### src/gbn_pkg.sv
`timescale 1ns / 1ps
// ----------------------------------------------------------------------------
// gbn_pkg: shared types and constants of the Go-Back-N sender
// Opcodes, send kinds, configuration indexes and the command record that
// travels from the classifier to the send sequencer.
// ----------------------------------------------------------------------------
package gbn_pkg;

  localparam int SEQ_W     = 32;
  localparam int LEN_W     = 11;
  localparam int WIN_W     = 7;
  localparam int TIMEOUT_W = 16;
  localparam int CFG_W     = 16;

  // longest payload a data packet may carry
  localparam int MAX_CHUNK = 1400;

  localparam logic [WIN_W-1:0]     WINDOW_RESET  = 7'd64;
  localparam logic [TIMEOUT_W-1:0] TIMEOUT_RESET = 16'd200;

  // configuration register indexes
  localparam logic CFG_WINDOW  = 1'b0;
  localparam logic CFG_TIMEOUT = 1'b1;

  typedef enum logic [1:0] {
    OP_TICK  = 2'd0,
    OP_CHUNK = 2'd1,
    OP_END   = 2'd2,
    OP_ACK   = 2'd3
  } opcode_t;

  typedef enum logic [1:0] {
    KIND_NONE   = 2'd0,
    KIND_NEW    = 2'd1,
    KIND_RESEND = 2'd2,
    KIND_FIN    = 2'd3
  } send_kind_t;

  typedef enum logic {
    F_IDLE,
    F_EVAL
  } front_state_t;

  typedef enum logic {
    B_IDLE,
    B_RUN
  } back_state_t;

  // one request for the send sequencer; end_seq bounds a resend run
  typedef struct packed {
    send_kind_t             kind;
    logic [SEQ_W-1:0]       seq;
    logic [SEQ_W-1:0]       end_seq;
    logic [LEN_W-1:0]       len;
    logic [SEQ_W-1:0]       stamp;
    logic                   done;
  } cmd_t;

endpackage

### src/gbn_ram.sv
`timescale 1ns / 1ps
// ----------------------------------------------------------------------------
// gbn_ram: generic single-write, single-read memory
// One write port and one read port with registered read data.
// ----------------------------------------------------------------------------
module gbn_ram #(
  parameter int WIDTH = 32,
  parameter int DEPTH = 64
) (
  input  logic                                       clk,
  input  logic                                       we,
  input  logic [((DEPTH > 1) ? $clog2(DEPTH) : 1)-1:0] waddr,
  input  logic [WIDTH-1:0]                           wdata,
  input  logic [((DEPTH > 1) ? $clog2(DEPTH) : 1)-1:0] raddr,
  output logic [WIDTH-1:0]                           rdata
);

  logic [WIDTH-1:0] mem [DEPTH];

  // write and registered read
  always_ff @(posedge clk) begin
    if (we) begin
      mem[waddr] <= wdata;
    end
    rdata <= mem[raddr];
  end

endmodule

### src/gbn_queue.sv
`timescale 1ns / 1ps
// ----------------------------------------------------------------------------
// gbn_queue: two-entry command queue
// Decouples the classifier from the send sequencer.
// ----------------------------------------------------------------------------
module gbn_queue #(
  parameter int IDX_W = 6
) (
  input  logic               clk,
  input  logic               rst_n,
  input  logic               push,
  input  gbn_pkg::cmd_t      push_cmd,
  input  logic [IDX_W-1:0]   push_idx,
  input  logic               pop,
  output gbn_pkg::cmd_t      pop_cmd,
  output logic [IDX_W-1:0]   pop_idx,
  output logic               empty,
  output logic               full
);

  import gbn_pkg::*;

  cmd_t             cmd_mem [2];
  logic [IDX_W-1:0] idx_mem [2];
  logic             wr_ptr_r, wr_ptr_nxt;
  logic             rd_ptr_r, rd_ptr_nxt;
  logic [1:0]       cnt_r, cnt_nxt;
  logic             do_push, do_pop;

  assign empty   = (cnt_r == 2'd0);
  assign full    = (cnt_r == 2'd2);
  assign do_push = push && !full;
  assign do_pop  = pop && !empty;
  assign pop_cmd = cmd_mem[rd_ptr_r];
  assign pop_idx = idx_mem[rd_ptr_r];

  // advance pointers and count
  always_comb begin
    wr_ptr_nxt = do_push ? !wr_ptr_r : wr_ptr_r;
    rd_ptr_nxt = do_pop ? !rd_ptr_r : rd_ptr_r;
    cnt_nxt    = cnt_r + {1'b0, do_push} - {1'b0, do_pop};
  end

  always_ff @(posedge clk) begin
    if (!rst_n) begin
      wr_ptr_r <= 1'b0;
      rd_ptr_r <= 1'b0;
      cnt_r    <= 2'd0;
    end else begin
      wr_ptr_r <= wr_ptr_nxt;
      rd_ptr_r <= rd_ptr_nxt;
      cnt_r    <= cnt_nxt;
    end
  end

  // store entries
  always_ff @(posedge clk) begin
    if (do_push) begin
      cmd_mem[wr_ptr_r] <= push_cmd;
      idx_mem[wr_ptr_r] <= push_idx;
    end
  end

endmodule

### src/gbn_front.sv
`timescale 1ns / 1ps
// ----------------------------------------------------------------------------
// gbn_front: request classifier and window bookkeeping
// Takes one request, checks window, timeout and fin state, updates the
// sequence bookkeeping and queues one command for the send sequencer.
// ----------------------------------------------------------------------------
module gbn_front #(
  parameter int WINDOW_DEPTH = 64
) (
  input  logic                                               clk,
  input  logic                                               rst_n,
  input  logic                                               accept,
  input  logic [1:0]                                         in_opcode,
  input  logic [gbn_pkg::LEN_W-1:0]                          in_chunk_len,
  input  logic [gbn_pkg::SEQ_W-1:0]                          in_ack_seq,
  input  logic                                               cfg_we,
  input  logic                                               cfg_index,
  input  logic [gbn_pkg::CFG_W-1:0]                          cfg_wdata,
  output logic [((WINDOW_DEPTH > 1) ? $clog2(WINDOW_DEPTH) : 1)-1:0] st_raddr,
  input  logic [gbn_pkg::SEQ_W-1:0]                          st_rdata,
  input  logic                                               q_full,
  output logic                                               push,
  output gbn_pkg::cmd_t                                      cmd,
  output logic [((WINDOW_DEPTH > 1) ? $clog2(WINDOW_DEPTH) : 1)-1:0] cmd_idx,
  output logic                                               busy
);

  import gbn_pkg::*;

  localparam int AW = (WINDOW_DEPTH > 1) ? $clog2(WINDOW_DEPTH) : 1;
  localparam int CW = $clog2(WINDOW_DEPTH + 1);
  localparam int EW = (CW > WIN_W) ? CW : WIN_W;
  localparam int SW = CW + 1;

  front_state_t         state_r, state_nxt;
  opcode_t              op_r, op_nxt;
  logic [LEN_W-1:0]     len_r, len_nxt;
  logic [SEQ_W-1:0]     ack_r, ack_nxt;
  logic [WIN_W-1:0]     window_r, window_nxt;
  logic [TIMEOUT_W-1:0] timeout_r, timeout_nxt;
  logic [SEQ_W-1:0]     base_r, base_nxt;
  logic [SEQ_W-1:0]     next_r, next_nxt;
  logic [AW-1:0]        base_idx_r, base_idx_nxt;
  logic [AW-1:0]        next_idx_r, next_idx_nxt;
  logic [SEQ_W-1:0]     tick_r, tick_nxt;
  logic                 ended_r, ended_nxt;
  logic [SEQ_W-1:0]     fin_time_r, fin_time_nxt;
  logic                 fin_done_r, fin_done_nxt;

  logic [SEQ_W-1:0]     n_w;
  logic [CW-1:0]        n;
  logic [EW-1:0]        w_ext;
  logic [EW-1:0]        eff;
  logic                 fin_phase;
  logic                 timed_out;
  logic                 fin_timed_out;
  logic [SEQ_W-1:0]     off_w;
  logic                 off_lt;
  logic [SW-1:0]        jump_sum;
  logic [AW-1:0]        jump_idx;
  logic [AW-1:0]        next_idx_inc;
  logic [LEN_W-1:0]     len_sat;

  assign busy     = (state_r != F_IDLE);
  assign st_raddr = base_idx_r;

  // window occupancy and derived checks
  always_comb begin
    n_w           = next_r - base_r;
    n             = n_w[CW-1:0];
    w_ext         = EW'(window_r);
    if (w_ext == '0) begin
      eff = EW'(1);
    end else if (w_ext > EW'(WINDOW_DEPTH)) begin
      eff = EW'(WINDOW_DEPTH);
    end else begin
      eff = w_ext;
    end
    fin_phase     = ended_r && (n == '0) && !fin_done_r;
    timed_out     = (tick_r - st_rdata) >= SEQ_W'(timeout_r);
    fin_timed_out = (tick_r - fin_time_r) >= SEQ_W'(timeout_r);
    off_w         = ack_r - base_r;
    off_lt        = off_w < (SEQ_W'(n) - SEQ_W'(1));
    jump_sum      = SW'(base_idx_r) + SW'(off_w[CW-1:0]) + SW'(1);
    if (jump_sum >= SW'(WINDOW_DEPTH)) begin
      jump_idx = AW'(jump_sum - SW'(WINDOW_DEPTH));
    end else begin
      jump_idx = jump_sum[AW-1:0];
    end
    next_idx_inc  = (next_idx_r == AW'(WINDOW_DEPTH - 1)) ? '0 : next_idx_r + AW'(1);
    len_sat       = (32'(len_r) > MAX_CHUNK) ? LEN_W'(MAX_CHUNK) : len_r;
  end

  // configuration writes
  always_comb begin
    window_nxt  = window_r;
    timeout_nxt = timeout_r;
    if (cfg_we) begin
      unique case (cfg_index)
        CFG_WINDOW:  window_nxt  = cfg_wdata[WIN_W-1:0];
        CFG_TIMEOUT: timeout_nxt = cfg_wdata[TIMEOUT_W-1:0];
        default:     window_nxt  = window_r;
      endcase
    end
  end

  // classify the request and update the bookkeeping
  always_comb begin
    state_nxt    = state_r;
    op_nxt       = op_r;
    len_nxt      = len_r;
    ack_nxt      = ack_r;
    base_nxt     = base_r;
    next_nxt     = next_r;
    base_idx_nxt = base_idx_r;
    next_idx_nxt = next_idx_r;
    tick_nxt     = tick_r;
    ended_nxt    = ended_r;
    fin_time_nxt = fin_time_r;
    fin_done_nxt = fin_done_r;
    push         = 1'b0;
    cmd          = '0;
    cmd_idx      = base_idx_r;

    unique case (state_r)
      F_IDLE: begin
        if (accept) begin
          state_nxt = F_EVAL;
          op_nxt    = opcode_t'(in_opcode);
          len_nxt   = in_chunk_len;
          ack_nxt   = in_ack_seq;
          if (in_opcode == OP_TICK) begin
            tick_nxt = tick_r + SEQ_W'(1);
          end
        end
      end
      F_EVAL: begin
        if (!q_full) begin
          push      = 1'b1;
          state_nxt = F_IDLE;
          cmd.kind  = KIND_NONE;
          unique case (op_r)
            OP_TICK: begin
              if (n != '0) begin
                if (timed_out) begin
                  cmd.kind    = KIND_RESEND;
                  cmd.seq     = base_r;
                  cmd.end_seq = next_r;
                  cmd.stamp   = tick_r;
                  cmd_idx     = base_idx_r;
                end
              end else if (fin_phase && fin_timed_out) begin
                fin_time_nxt = tick_r;
                cmd.kind     = KIND_FIN;
                cmd.seq      = next_r;
              end
            end
            OP_CHUNK: begin
              if (!ended_r && (EW'(n) < eff)) begin
                cmd.kind     = KIND_NEW;
                cmd.seq      = next_r;
                cmd.len      = len_sat;
                cmd.stamp    = tick_r;
                cmd_idx      = next_idx_r;
                next_nxt     = next_r + SEQ_W'(1);
                next_idx_nxt = next_idx_inc;
              end
            end
            OP_END: begin
              if (!ended_r) begin
                ended_nxt = 1'b1;
                if ((n == '0) && !fin_done_r) begin
                  fin_time_nxt = tick_r;
                  cmd.kind     = KIND_FIN;
                  cmd.seq      = next_r;
                end
              end
            end
            OP_ACK: begin
              if (fin_phase) begin
                if (ack_r == next_r) begin
                  fin_done_nxt = 1'b1;
                end
              end else if ((n != '0) && (ack_r >= base_r)) begin
                if (off_lt) begin
                  base_nxt     = ack_r + SEQ_W'(1);
                  base_idx_nxt = jump_idx;
                end else begin
                  base_nxt     = next_r;
                  base_idx_nxt = next_idx_r;
                  if (ended_r) begin
                    fin_time_nxt = tick_r;
                    cmd.kind     = KIND_FIN;
                    cmd.seq      = next_r;
                  end
                end
              end
            end
            default: cmd.kind = KIND_NONE;
          endcase
          cmd.done = fin_done_nxt;
        end
      end
      default: state_nxt = F_IDLE;
    endcase
  end

  // control state
  always_ff @(posedge clk) begin
    if (!rst_n) begin
      state_r    <= F_IDLE;
      window_r   <= WINDOW_RESET;
      timeout_r  <= TIMEOUT_RESET;
      base_r     <= '0;
      next_r     <= '0;
      base_idx_r <= '0;
      next_idx_r <= '0;
      tick_r     <= '0;
      ended_r    <= 1'b0;
      fin_time_r <= '0;
      fin_done_r <= 1'b0;
    end else begin
      state_r    <= state_nxt;
      window_r   <= window_nxt;
      timeout_r  <= timeout_nxt;
      base_r     <= base_nxt;
      next_r     <= next_nxt;
      base_idx_r <= base_idx_nxt;
      next_idx_r <= next_idx_nxt;
      tick_r     <= tick_nxt;
      ended_r    <= ended_nxt;
      fin_time_r <= fin_time_nxt;
      fin_done_r <= fin_done_nxt;
    end
  end

  // hold the request fields
  always_ff @(posedge clk) begin
    op_r  <= op_nxt;
    len_r <= len_nxt;
    ack_r <= ack_nxt;
  end

endmodule

### src/gbn_back.sv
`timescale 1ns / 1ps
// ----------------------------------------------------------------------------
// gbn_back: send sequencer
// Pops commands, writes slot length and send time, walks a resend run one
// slot per cycle and drives the result strobe and fields.
// ----------------------------------------------------------------------------
module gbn_back #(
  parameter int WINDOW_DEPTH = 64
) (
  input  logic                                               clk,
  input  logic                                               rst_n,
  input  logic                                               q_empty,
  input  gbn_pkg::cmd_t                                      cmd,
  input  logic [((WINDOW_DEPTH > 1) ? $clog2(WINDOW_DEPTH) : 1)-1:0] cmd_idx,
  output logic                                               pop,
  output logic                                               st_we,
  output logic [((WINDOW_DEPTH > 1) ? $clog2(WINDOW_DEPTH) : 1)-1:0] st_waddr,
  output logic [gbn_pkg::SEQ_W-1:0]                          st_wdata,
  output logic                                               out_valid,
  output logic [1:0]                                         out_send_kind,
  output logic [gbn_pkg::SEQ_W-1:0]                          out_send_seq,
  output logic [gbn_pkg::LEN_W-1:0]                          out_send_len,
  output logic                                               out_chunk_taken,
  output logic                                               out_all_done,
  output logic                                               out_last_of_run,
  output logic                                               busy
);

  import gbn_pkg::*;

  localparam int AW = (WINDOW_DEPTH > 1) ? $clog2(WINDOW_DEPTH) : 1;

  back_state_t      state_r, state_nxt;
  logic [SEQ_W-1:0] cur_seq_r, cur_seq_nxt;
  logic [SEQ_W-1:0] end_seq_r, end_seq_nxt;
  logic [AW-1:0]    cur_idx_r, cur_idx_nxt;
  logic [SEQ_W-1:0] stamp_r, stamp_nxt;

  logic             p_valid_r, p_valid_nxt;
  send_kind_t       p_kind_r, p_kind_nxt;
  logic [SEQ_W-1:0] p_seq_r, p_seq_nxt;
  logic [LEN_W-1:0] p_len_r, p_len_nxt;
  logic             p_ram_r, p_ram_nxt;
  logic             p_taken_r, p_taken_nxt;
  logic             p_last_r, p_last_nxt;
  logic             p_done_r, p_done_nxt;

  logic             len_we;
  logic [LEN_W-1:0] len_rdata;
  logic [AW-1:0]    cur_idx_inc;
  logic             run_last;

  gbn_ram #(
    .WIDTH (LEN_W),
    .DEPTH (WINDOW_DEPTH)
  ) u_len_ram (
    .clk   (clk),
    .we    (len_we),
    .waddr (cmd_idx),
    .wdata (cmd.len),
    .raddr (cur_idx_r),
    .rdata (len_rdata)
  );

  assign busy            = (state_r != B_IDLE) || p_valid_r;
  assign out_valid       = p_valid_r;
  assign out_send_kind   = p_kind_r;
  assign out_send_seq    = p_seq_r;
  assign out_send_len    = p_ram_r ? len_rdata : p_len_r;
  assign out_chunk_taken = p_taken_r;
  assign out_all_done    = p_done_r;
  assign out_last_of_run = p_last_r;

  assign cur_idx_inc = (cur_idx_r == AW'(WINDOW_DEPTH - 1)) ? '0 : cur_idx_r + AW'(1);
  assign run_last    = ((cur_seq_r + SEQ_W'(1)) == end_seq_r);

  // pop commands and sequence the sends
  always_comb begin
    state_nxt   = state_r;
    cur_seq_nxt = cur_seq_r;
    end_seq_nxt = end_seq_r;
    cur_idx_nxt = cur_idx_r;
    stamp_nxt   = stamp_r;
    p_valid_nxt = 1'b0;
    p_kind_nxt  = p_kind_r;
    p_seq_nxt   = p_seq_r;
    p_len_nxt   = p_len_r;
    p_ram_nxt   = p_ram_r;
    p_taken_nxt = p_taken_r;
    p_last_nxt  = p_last_r;
    p_done_nxt  = p_done_r;
    pop         = 1'b0;
    len_we      = 1'b0;
    st_we       = 1'b0;
    st_waddr    = cur_idx_r;
    st_wdata    = stamp_r;

    unique case (state_r)
      B_IDLE: begin
        if (!q_empty) begin
          pop         = 1'b1;
          p_done_nxt  = cmd.done;
          p_taken_nxt = 1'b0;
          p_ram_nxt   = 1'b0;
          p_last_nxt  = 1'b1;
          p_kind_nxt  = cmd.kind;
          p_seq_nxt   = '0;
          p_len_nxt   = '0;
          unique case (cmd.kind)
            KIND_RESEND: begin
              state_nxt   = B_RUN;
              cur_seq_nxt = cmd.seq;
              end_seq_nxt = cmd.end_seq;
              cur_idx_nxt = cmd_idx;
              stamp_nxt   = cmd.stamp;
            end
            KIND_NEW: begin
              len_we      = 1'b1;
              st_we       = 1'b1;
              st_waddr    = cmd_idx;
              st_wdata    = cmd.stamp;
              p_valid_nxt = 1'b1;
              p_seq_nxt   = cmd.seq;
              p_len_nxt   = cmd.len;
              p_taken_nxt = 1'b1;
            end
            KIND_FIN: begin
              p_valid_nxt = 1'b1;
              p_seq_nxt   = cmd.seq;
            end
            KIND_NONE: begin
              p_valid_nxt = 1'b1;
            end
            default: p_valid_nxt = 1'b1;
          endcase
        end
      end
      B_RUN: begin
        // restamp one slot and send it again
        st_we       = 1'b1;
        p_valid_nxt = 1'b1;
        p_kind_nxt  = KIND_RESEND;
        p_seq_nxt   = cur_seq_r;
        p_ram_nxt   = 1'b1;
        p_taken_nxt = 1'b0;
        p_last_nxt  = run_last;
        cur_seq_nxt = cur_seq_r + SEQ_W'(1);
        cur_idx_nxt = cur_idx_inc;
        if (run_last) begin
          state_nxt = B_IDLE;
        end
      end
      default: state_nxt = B_IDLE;
    endcase
  end

  // control state
  always_ff @(posedge clk) begin
    if (!rst_n) begin
      state_r   <= B_IDLE;
      p_valid_r <= 1'b0;
    end else begin
      state_r   <= state_nxt;
      p_valid_r <= p_valid_nxt;
    end
  end

  // run position and result payload
  always_ff @(posedge clk) begin
    cur_seq_r <= cur_seq_nxt;
    end_seq_r <= end_seq_nxt;
    cur_idx_r <= cur_idx_nxt;
    stamp_r   <= stamp_nxt;
    p_kind_r  <= p_kind_nxt;
    p_seq_r   <= p_seq_nxt;
    p_len_r   <= p_len_nxt;
    p_ram_r   <= p_ram_nxt;
    p_taken_r <= p_taken_nxt;
    p_last_r  <= p_last_nxt;
    p_done_r  <= p_done_nxt;
  end

endmodule

### src/go_back_n_sender_top.sv
`timescale 1ns / 1ps
// Flow: an accepted request is held in the front's evaluation state, then queued as a command,
// popped by the sequencer and registered as a result; a resend run gives its results on
// consecutive cycles. A new request is taken only once the previous one is fully through;
// results cannot be stalled and each strobe lasts one cycle.
// Reset (rst_n low, synchronous) clears sequence state, tick count, fin state and
// sets window 64, timeout 200; slot memories need no clearing.
// ----------------------------------------------------------------------------
// go_back_n_sender_top: Go-Back-N sender control
// Classifier front, two-entry command queue, send sequencer back and the
// slot send-time memory shared between them.
// ----------------------------------------------------------------------------
module go_back_n_sender_top #(
  parameter int WINDOW_DEPTH = 64
) (
  input  logic                         clk,
  input  logic                         rst_n,
  input  logic                         start,
  output logic                         busy,
  input  logic [1:0]                   in_opcode,
  input  logic [gbn_pkg::LEN_W-1:0]    in_chunk_len,
  input  logic [gbn_pkg::SEQ_W-1:0]    in_ack_seq,
  output logic                         out_valid,
  output logic [1:0]                   out_send_kind,
  output logic [gbn_pkg::SEQ_W-1:0]    out_send_seq,
  output logic [gbn_pkg::LEN_W-1:0]    out_send_len,
  output logic                         out_chunk_taken,
  output logic                         out_all_done,
  output logic                         out_last_of_run,
  input  logic                         cfg_we,
  input  logic                         cfg_index,
  input  logic [gbn_pkg::CFG_W-1:0]    cfg_wdata
);

  import gbn_pkg::*;

  localparam int AW = (WINDOW_DEPTH > 1) ? $clog2(WINDOW_DEPTH) : 1;

  logic             accept;
  logic             front_busy;
  logic             back_busy;
  logic [AW-1:0]    st_raddr;
  logic [SEQ_W-1:0] st_rdata;
  logic             st_we;
  logic [AW-1:0]    st_waddr;
  logic [SEQ_W-1:0] st_wdata;
  logic             q_push, q_pop, q_empty, q_full;
  cmd_t             push_cmd, pop_cmd;
  logic [AW-1:0]    push_idx, pop_idx;

  // one request in flight at a time
  assign busy   = front_busy || !q_empty || back_busy;
  assign accept = start && !busy;

  gbn_front #(
    .WINDOW_DEPTH (WINDOW_DEPTH)
  ) u_front (
    .clk          (clk),
    .rst_n        (rst_n),
    .accept       (accept),
    .in_opcode    (in_opcode),
    .in_chunk_len (in_chunk_len),
    .in_ack_seq   (in_ack_seq),
    .cfg_we       (cfg_we),
    .cfg_index    (cfg_index),
    .cfg_wdata    (cfg_wdata),
    .st_raddr     (st_raddr),
    .st_rdata     (st_rdata),
    .q_full       (q_full),
    .push         (q_push),
    .cmd          (push_cmd),
    .cmd_idx      (push_idx),
    .busy         (front_busy)
  );

  gbn_queue #(
    .IDX_W (AW)
  ) u_queue (
    .clk      (clk),
    .rst_n    (rst_n),
    .push     (q_push),
    .push_cmd (push_cmd),
    .push_idx (push_idx),
    .pop      (q_pop),
    .pop_cmd  (pop_cmd),
    .pop_idx  (pop_idx),
    .empty    (q_empty),
    .full     (q_full)
  );

  // slot send times: stamped by the sequencer, oldest slot read by the front
  gbn_ram #(
    .WIDTH (SEQ_W),
    .DEPTH (WINDOW_DEPTH)
  ) u_time_ram (
    .clk   (clk),
    .we    (st_we),
    .waddr (st_waddr),
    .wdata (st_wdata),
    .raddr (st_raddr),
    .rdata (st_rdata)
  );

  gbn_back #(
    .WINDOW_DEPTH (WINDOW_DEPTH)
  ) u_back (
    .clk             (clk),
    .rst_n           (rst_n),
    .q_empty         (q_empty),
    .cmd             (pop_cmd),
    .cmd_idx         (pop_idx),
    .pop             (q_pop),
    .st_we           (st_we),
    .st_waddr        (st_waddr),
    .st_wdata        (st_wdata),
    .out_valid       (out_valid),
    .out_send_kind   (out_send_kind),
    .out_send_seq    (out_send_seq),
    .out_send_len    (out_send_len),
    .out_chunk_taken (out_chunk_taken),
    .out_all_done    (out_all_done),
    .out_last_of_run (out_last_of_run),
    .busy            (back_busy)
  );

`ifndef SYNTH
  a_accept_busy: assert property (@(posedge clk) disable iff (!rst_n)
    accept |=> busy)
    else $error("busy low right after an accepted request");

  a_result_busy: assert property (@(posedge clk) disable iff (!rst_n)
    out_valid |-> busy)
    else $error("result strobe while idle");

  a_last_ends: assert property (@(posedge clk) disable iff (!rst_n)
    out_valid && out_last_of_run |=> !out_valid)
    else $error("result after the last of a run");

  a_none_last: assert property (@(posedge clk) disable iff (!rst_n)
    out_valid && (out_send_kind == KIND_NONE) |-> out_last_of_run)
    else $error("empty result not last of run");

  a_taken_new: assert property (@(posedge clk) disable iff (!rst_n)
    out_valid && out_chunk_taken |-> (out_send_kind == KIND_NEW) && out_last_of_run)
    else $error("chunk taken on a result that is not a single new send");
`endif

endmodule

### config.mk
export PLATFORM = sky130hd
export DESIGN_NAME = go_back_n_sender_top
export DESIGN_NICKNAME = d
export VERILOG_FILES = /design/src/gbn_pkg.sv /design/src/gbn_ram.sv /design/src/gbn_queue.sv /design/src/gbn_front.sv /design/src/gbn_back.sv /design/src/go_back_n_sender_top.sv
export SDC_FILE = /design/constraint.sdc
export NUM_CORES = 2
export LEC_CHECK = 0
export BUFFER_PORTS_ARGS = -buffer_cell sky130_fd_sc_hd__buf_4
export CAP_MARGIN = 10
export CELL_PAD_IN_SITES_DETAIL_PLACEMENT = 0
export CELL_PAD_IN_SITES_GLOBAL_PLACEMENT = 1
export CORE_ASPECT_RATIO = 0.8
export CORE_MARGIN = 8
export CORE_UTILIZATION = 62
export CTS_BUF_LIST = sky130_fd_sc_hd__clkbuf_2
export CTS_CLUSTER_SIZE = 12
export DETAILED_ROUTE_END_ITERATION = 10
export PLACE_DENSITY_LB_ADDON = 0.1
export SETUP_SLACK_MARGIN = 0.1
export SYNTH_ARGS = -nofsm -noshare
export SYNTH_HDL_FRONTEND = slang
export SYNTH_HIERARCHICAL = 1
export SYNTH_SLANG_ARGS = --single-unit
### constraint.sdc
create_clock -name clk -period 16.37 [get_ports clk]
set_input_delay 4.0925 -clock clk [delete_from_list [all_inputs] [get_ports clk]]
set_output_delay 4.0925 -clock clk [all_outputs]
set_load 0.01 [all_outputs]
==> impl_metrics.yaml <==
placed_design:
  dp_hpwl_mm: 220
  portBuffers: 115
  place_congestion: 0.921
detailed_routing:
  drtIter0Drc: 9798
  wl_per_cell_um: 29.3
  drt_wl_total_mm: 366
  avgViaCountPerCell: 6.42
  drcViolationCount: 0
  firstDrtPassIters: 6
  vias: 80139
  ant_nets: 0
global_routing:
  antenna_found_initial: 23
  grt_overflow: 0
  grt_pass1_wl_mm: 530
  grt_max_degree: 118
  groute.usage.overall_pct: 29.6
  grt_pass1_vias: 79341
floorplanning:
  die_w_um: 551
  core_area_sq_um: 228000
  io_pins: 116
  die_h_um: 444
  die_area_sq_um: 244000
  placementRows: 157
  start_util_pct: 62.2
synth:
  synth-edff-count: 3180
  synth.avg_cell_area_sq_um: 17.4
  synthTopCellsByCount: "edfxtp_1 (3,180), mux4_2 (654), nand2_1 (415), nor2_1 (391), mux2i_1 (302)"
  synth_cell_types: 116
  synth_nets: 8383
  yosysWarningCount: 6
  yosys.area.top_type: "edfxtp_1"
  async_flop_share_pct: 0
  synth_area_leaders: "edfxtp_1 (67%), mux4_2 (10%), dfxtp_1 (3.0%)"
  syn_inst: 8138
  synth_seq_cells: 3396
  synth.most_common_cell: "edfxtp_1"
  synth_top_flop_cell: "edfxtp_1"
  synth_top_area_share_pct: 67.3
  synth_area_sq_um: 142000
  seq_area_frac_synth_pct: 70.4
final_layout:
  nFillCells: 15569
  final_core_util_pct: 67.5
  fin_nets: 9068
  final_layout_size_suffix_gt1_share_pct: 27.3
  area_growth_pct: 8.54
critical_path:
  setup.worst_path.end: "out_send_len[6]"
  worst_setup_path_start_kind: "register"
  r2r-end: "u_front/st_raddr[3]$_SDFFE_PN0P_"
  r2r_start: "u_front/next_r[0]$_SDFFE_PN0P_"
  crit_path_start: "u_back/p_ram_r$_DFFE_PP_"
  r2r_cells: 22
  cp-end-kind: "output port"
  r2r_slack_ns: 9.59
  critPathMaxFanout: 11
  critPathKind: "reg -> out"
  path_cells: "mux2_2, buf_4"
  slowest_stage: "edfxtp_1"
  crit_arrival_ns: 3.15
  slowest_delay_ns: 0.81
  cp.required_ns: 12.28
hold_path:
  hold_path_class: "reg -> reg"
cts:
  cts_tree: "yes"
  post-cts-setup-buffer-count: 0
  cts_buffers: 777
  clockBufferDepth: 4
  h-tree-depth: 6
  cts_sinks: 3396
  cts_repair_resize_count: 0
  cts.clk_slew.worst_paths_ns: 0.11
  cts-root-buf: "clkbuf_2"
  hold_buffers: 0
  clk_latency_ns: 1.88
timing:
  worstMarginPinSlew_ns: 1.32
  finalCritPeriodShare_pct: 44.2
  fmax_mhz: 138
  hold_violations: 0
  fin_tns_setup_ns: 0
  clock_skew_ns: 0.218
  period_needed_ns: 7.24
  rsz0062_at_grt: "no"
  report.final.setup_viol: 0
  slew_headroom_pct: 11.5
  slew_violations: 0
  timing.hold.ws_ns: 0.464
pwr:
  p_int_uw: 13400
  leakagePower_uw: 0.0512
  power.switching_uw: 5510
  p_per_area_nw_per_um2: 123
  pwr-share-clk_pct: 28.9
  peakVddDrop_v: 0.0000776
  switching_share_pct: 29.2
  power_frac_seq_pct: 55.6
  power_frac_comb_pct: 15.4
job:
  drv_cap: 0
status:
  status: "finished, final reports clean"
## worst min path at each step
| stage | start | endpoint | cells past startpoint |
|---|---|---|---|
| 6_report | u_front/fin_time_r[17]$_SDFFE_PN0P_ | u_front/fin_time_r[17]$_SDFFE_PN0P_ | 2 |
| 5_1_grt | u_front/fin_time_r[24]$_SDFFE_PN0P_ | u_front/fin_time_r[24]$_SDFFE_PN0P_ | 2 |
| 3_5_place_dp | u_front/fin_time_r[18]$_SDFFE_PN0P_ | u_front/fin_time_r[18]$_SDFFE_PN0P_ | 2 |
| 4_1_cts | u_front/fin_time_r[7]$_SDFFE_PN0P_ | u_front/fin_time_r[7]$_SDFFE_PN0P_ | 2 |
| 2_1_floorplan | u_back/state_r$_SDFF_PN0_ | u_back/p_ram_r$_DFFE_PP_ | 0 |
| 3_3_place_gp | u_front/fin_time_r[19]$_SDFFE_PN0P_ | u_front/fin_time_r[19]$_SDFFE_PN0P_ | 2 |
## power groups by stage
stage | clock network (uW) | logic [uW] | registers [uW]
final | 5460 | 2910 | 10500
after global routing | 6000 | 3100 | 10500
after CTS | 5590 | 2890 | 10500
after detailed placement | 0 | 2880 | 10700
after global placement | 0 | 2820 | 10700
after floorplan | 0 | 1740 | 10600
## sequential cells by signal, indices dropped and copies added, names as in the netlist, 7 cells and up, named ones only
signal,flops
u_back/end_seq_r,32
u_back/out_send_seq,32
u_back/cur_seq_r,32
u_front/next_r,32
u_front/timeout_r,16
u_back/u_len_ram/rdata,11
u_time_ram/mem,2048
u_front/tick_r,32
u_front/len_r,11
u_queue/idx_mem,12
u_front/fin_time_r,32
u_back/p_len_r,11
u_front/ack_r,32
u_time_ram/rdata,32
u_back/u_len_ram/mem,704
u_queue/cmd_mem,220
u_front/w_ext,7
u_back/stamp_r,32
u_front/base_r,32
## critical path: cells and delay by family, from the launching register on
family | cells | cell delay [ns]
buf+inv | 1 | 0.15
mux | 1 | 0.44
flops | 1 | 0.81
## per-layer routing
layer	up-vias	part of all wire (%)	global-route usage (%)
met3	541	10	6.88
li1	34404	-	-
met5	-	0.014	0
met2	4096	46	44.7
met1	41090	41	43.5
met4	8	3.1	9.28
## placed cells by master (no fill, tap or decap), types with 132 or more instances in the layout
master    Yosys  layout
a21oi_1     220     220
and2_1      132     132
buf_4        45     326
clkbuf_2      2    1189
clkinv_1      0     141
dfxtp_1     216     209
edfxtp_1   3180    3180
ha_1        174     174
inv_1       184     183
mux2_2      141     141
mux2i_1     302     302
mux4_2      654     654
nand2_1     415     414
nor2_1      391     326
xnor2_1     158     158
## cell type report
cell class / instances / area [sq um] / area share (%)
Multi-Input combinational cell: 4128 / 39700 / 25.8
Sequential cell: 3396 / 99800 / 64.9
Antenna cell: 14 / 35.0 / 0.0228
Tap cell: 3021 / 3780 / 2.46
Inverter: 185 / 699 / 0.454
Clock buffer: 1189 / 5950 / 3.87
Clock inverter: 205 / 1300 / 0.847
Timing Repair Buffer: 335 / 2610 / 1.70
## logic make-up after synthesis
kind of cell	share of synthesized area [%]
DFF	70.4
and+or+nand+nor	5.57
muxes	14.1
AOI/OAI and AO/OA	4.70
buffers and inverters	1.99
xor gates and xnor gates	1.67
adders and majority gates	1.61
## metrics by stage
step	std cells	setup WS (ns)	power [uW]	cell area, sq um
6_report	12473	9.13	18900	154000
5_1_grt	12462	8.85	19600	154000
3_3_place_gp	11062	9.76	13500	147000
2_1_floorplan	8138	9.97	12400	142000
3_5_place_dp	11062	9.66	13600	147000
4_1_cts	12456	8.78	19000	154000
Note: power is estimated with default switching activity, not from simulation.
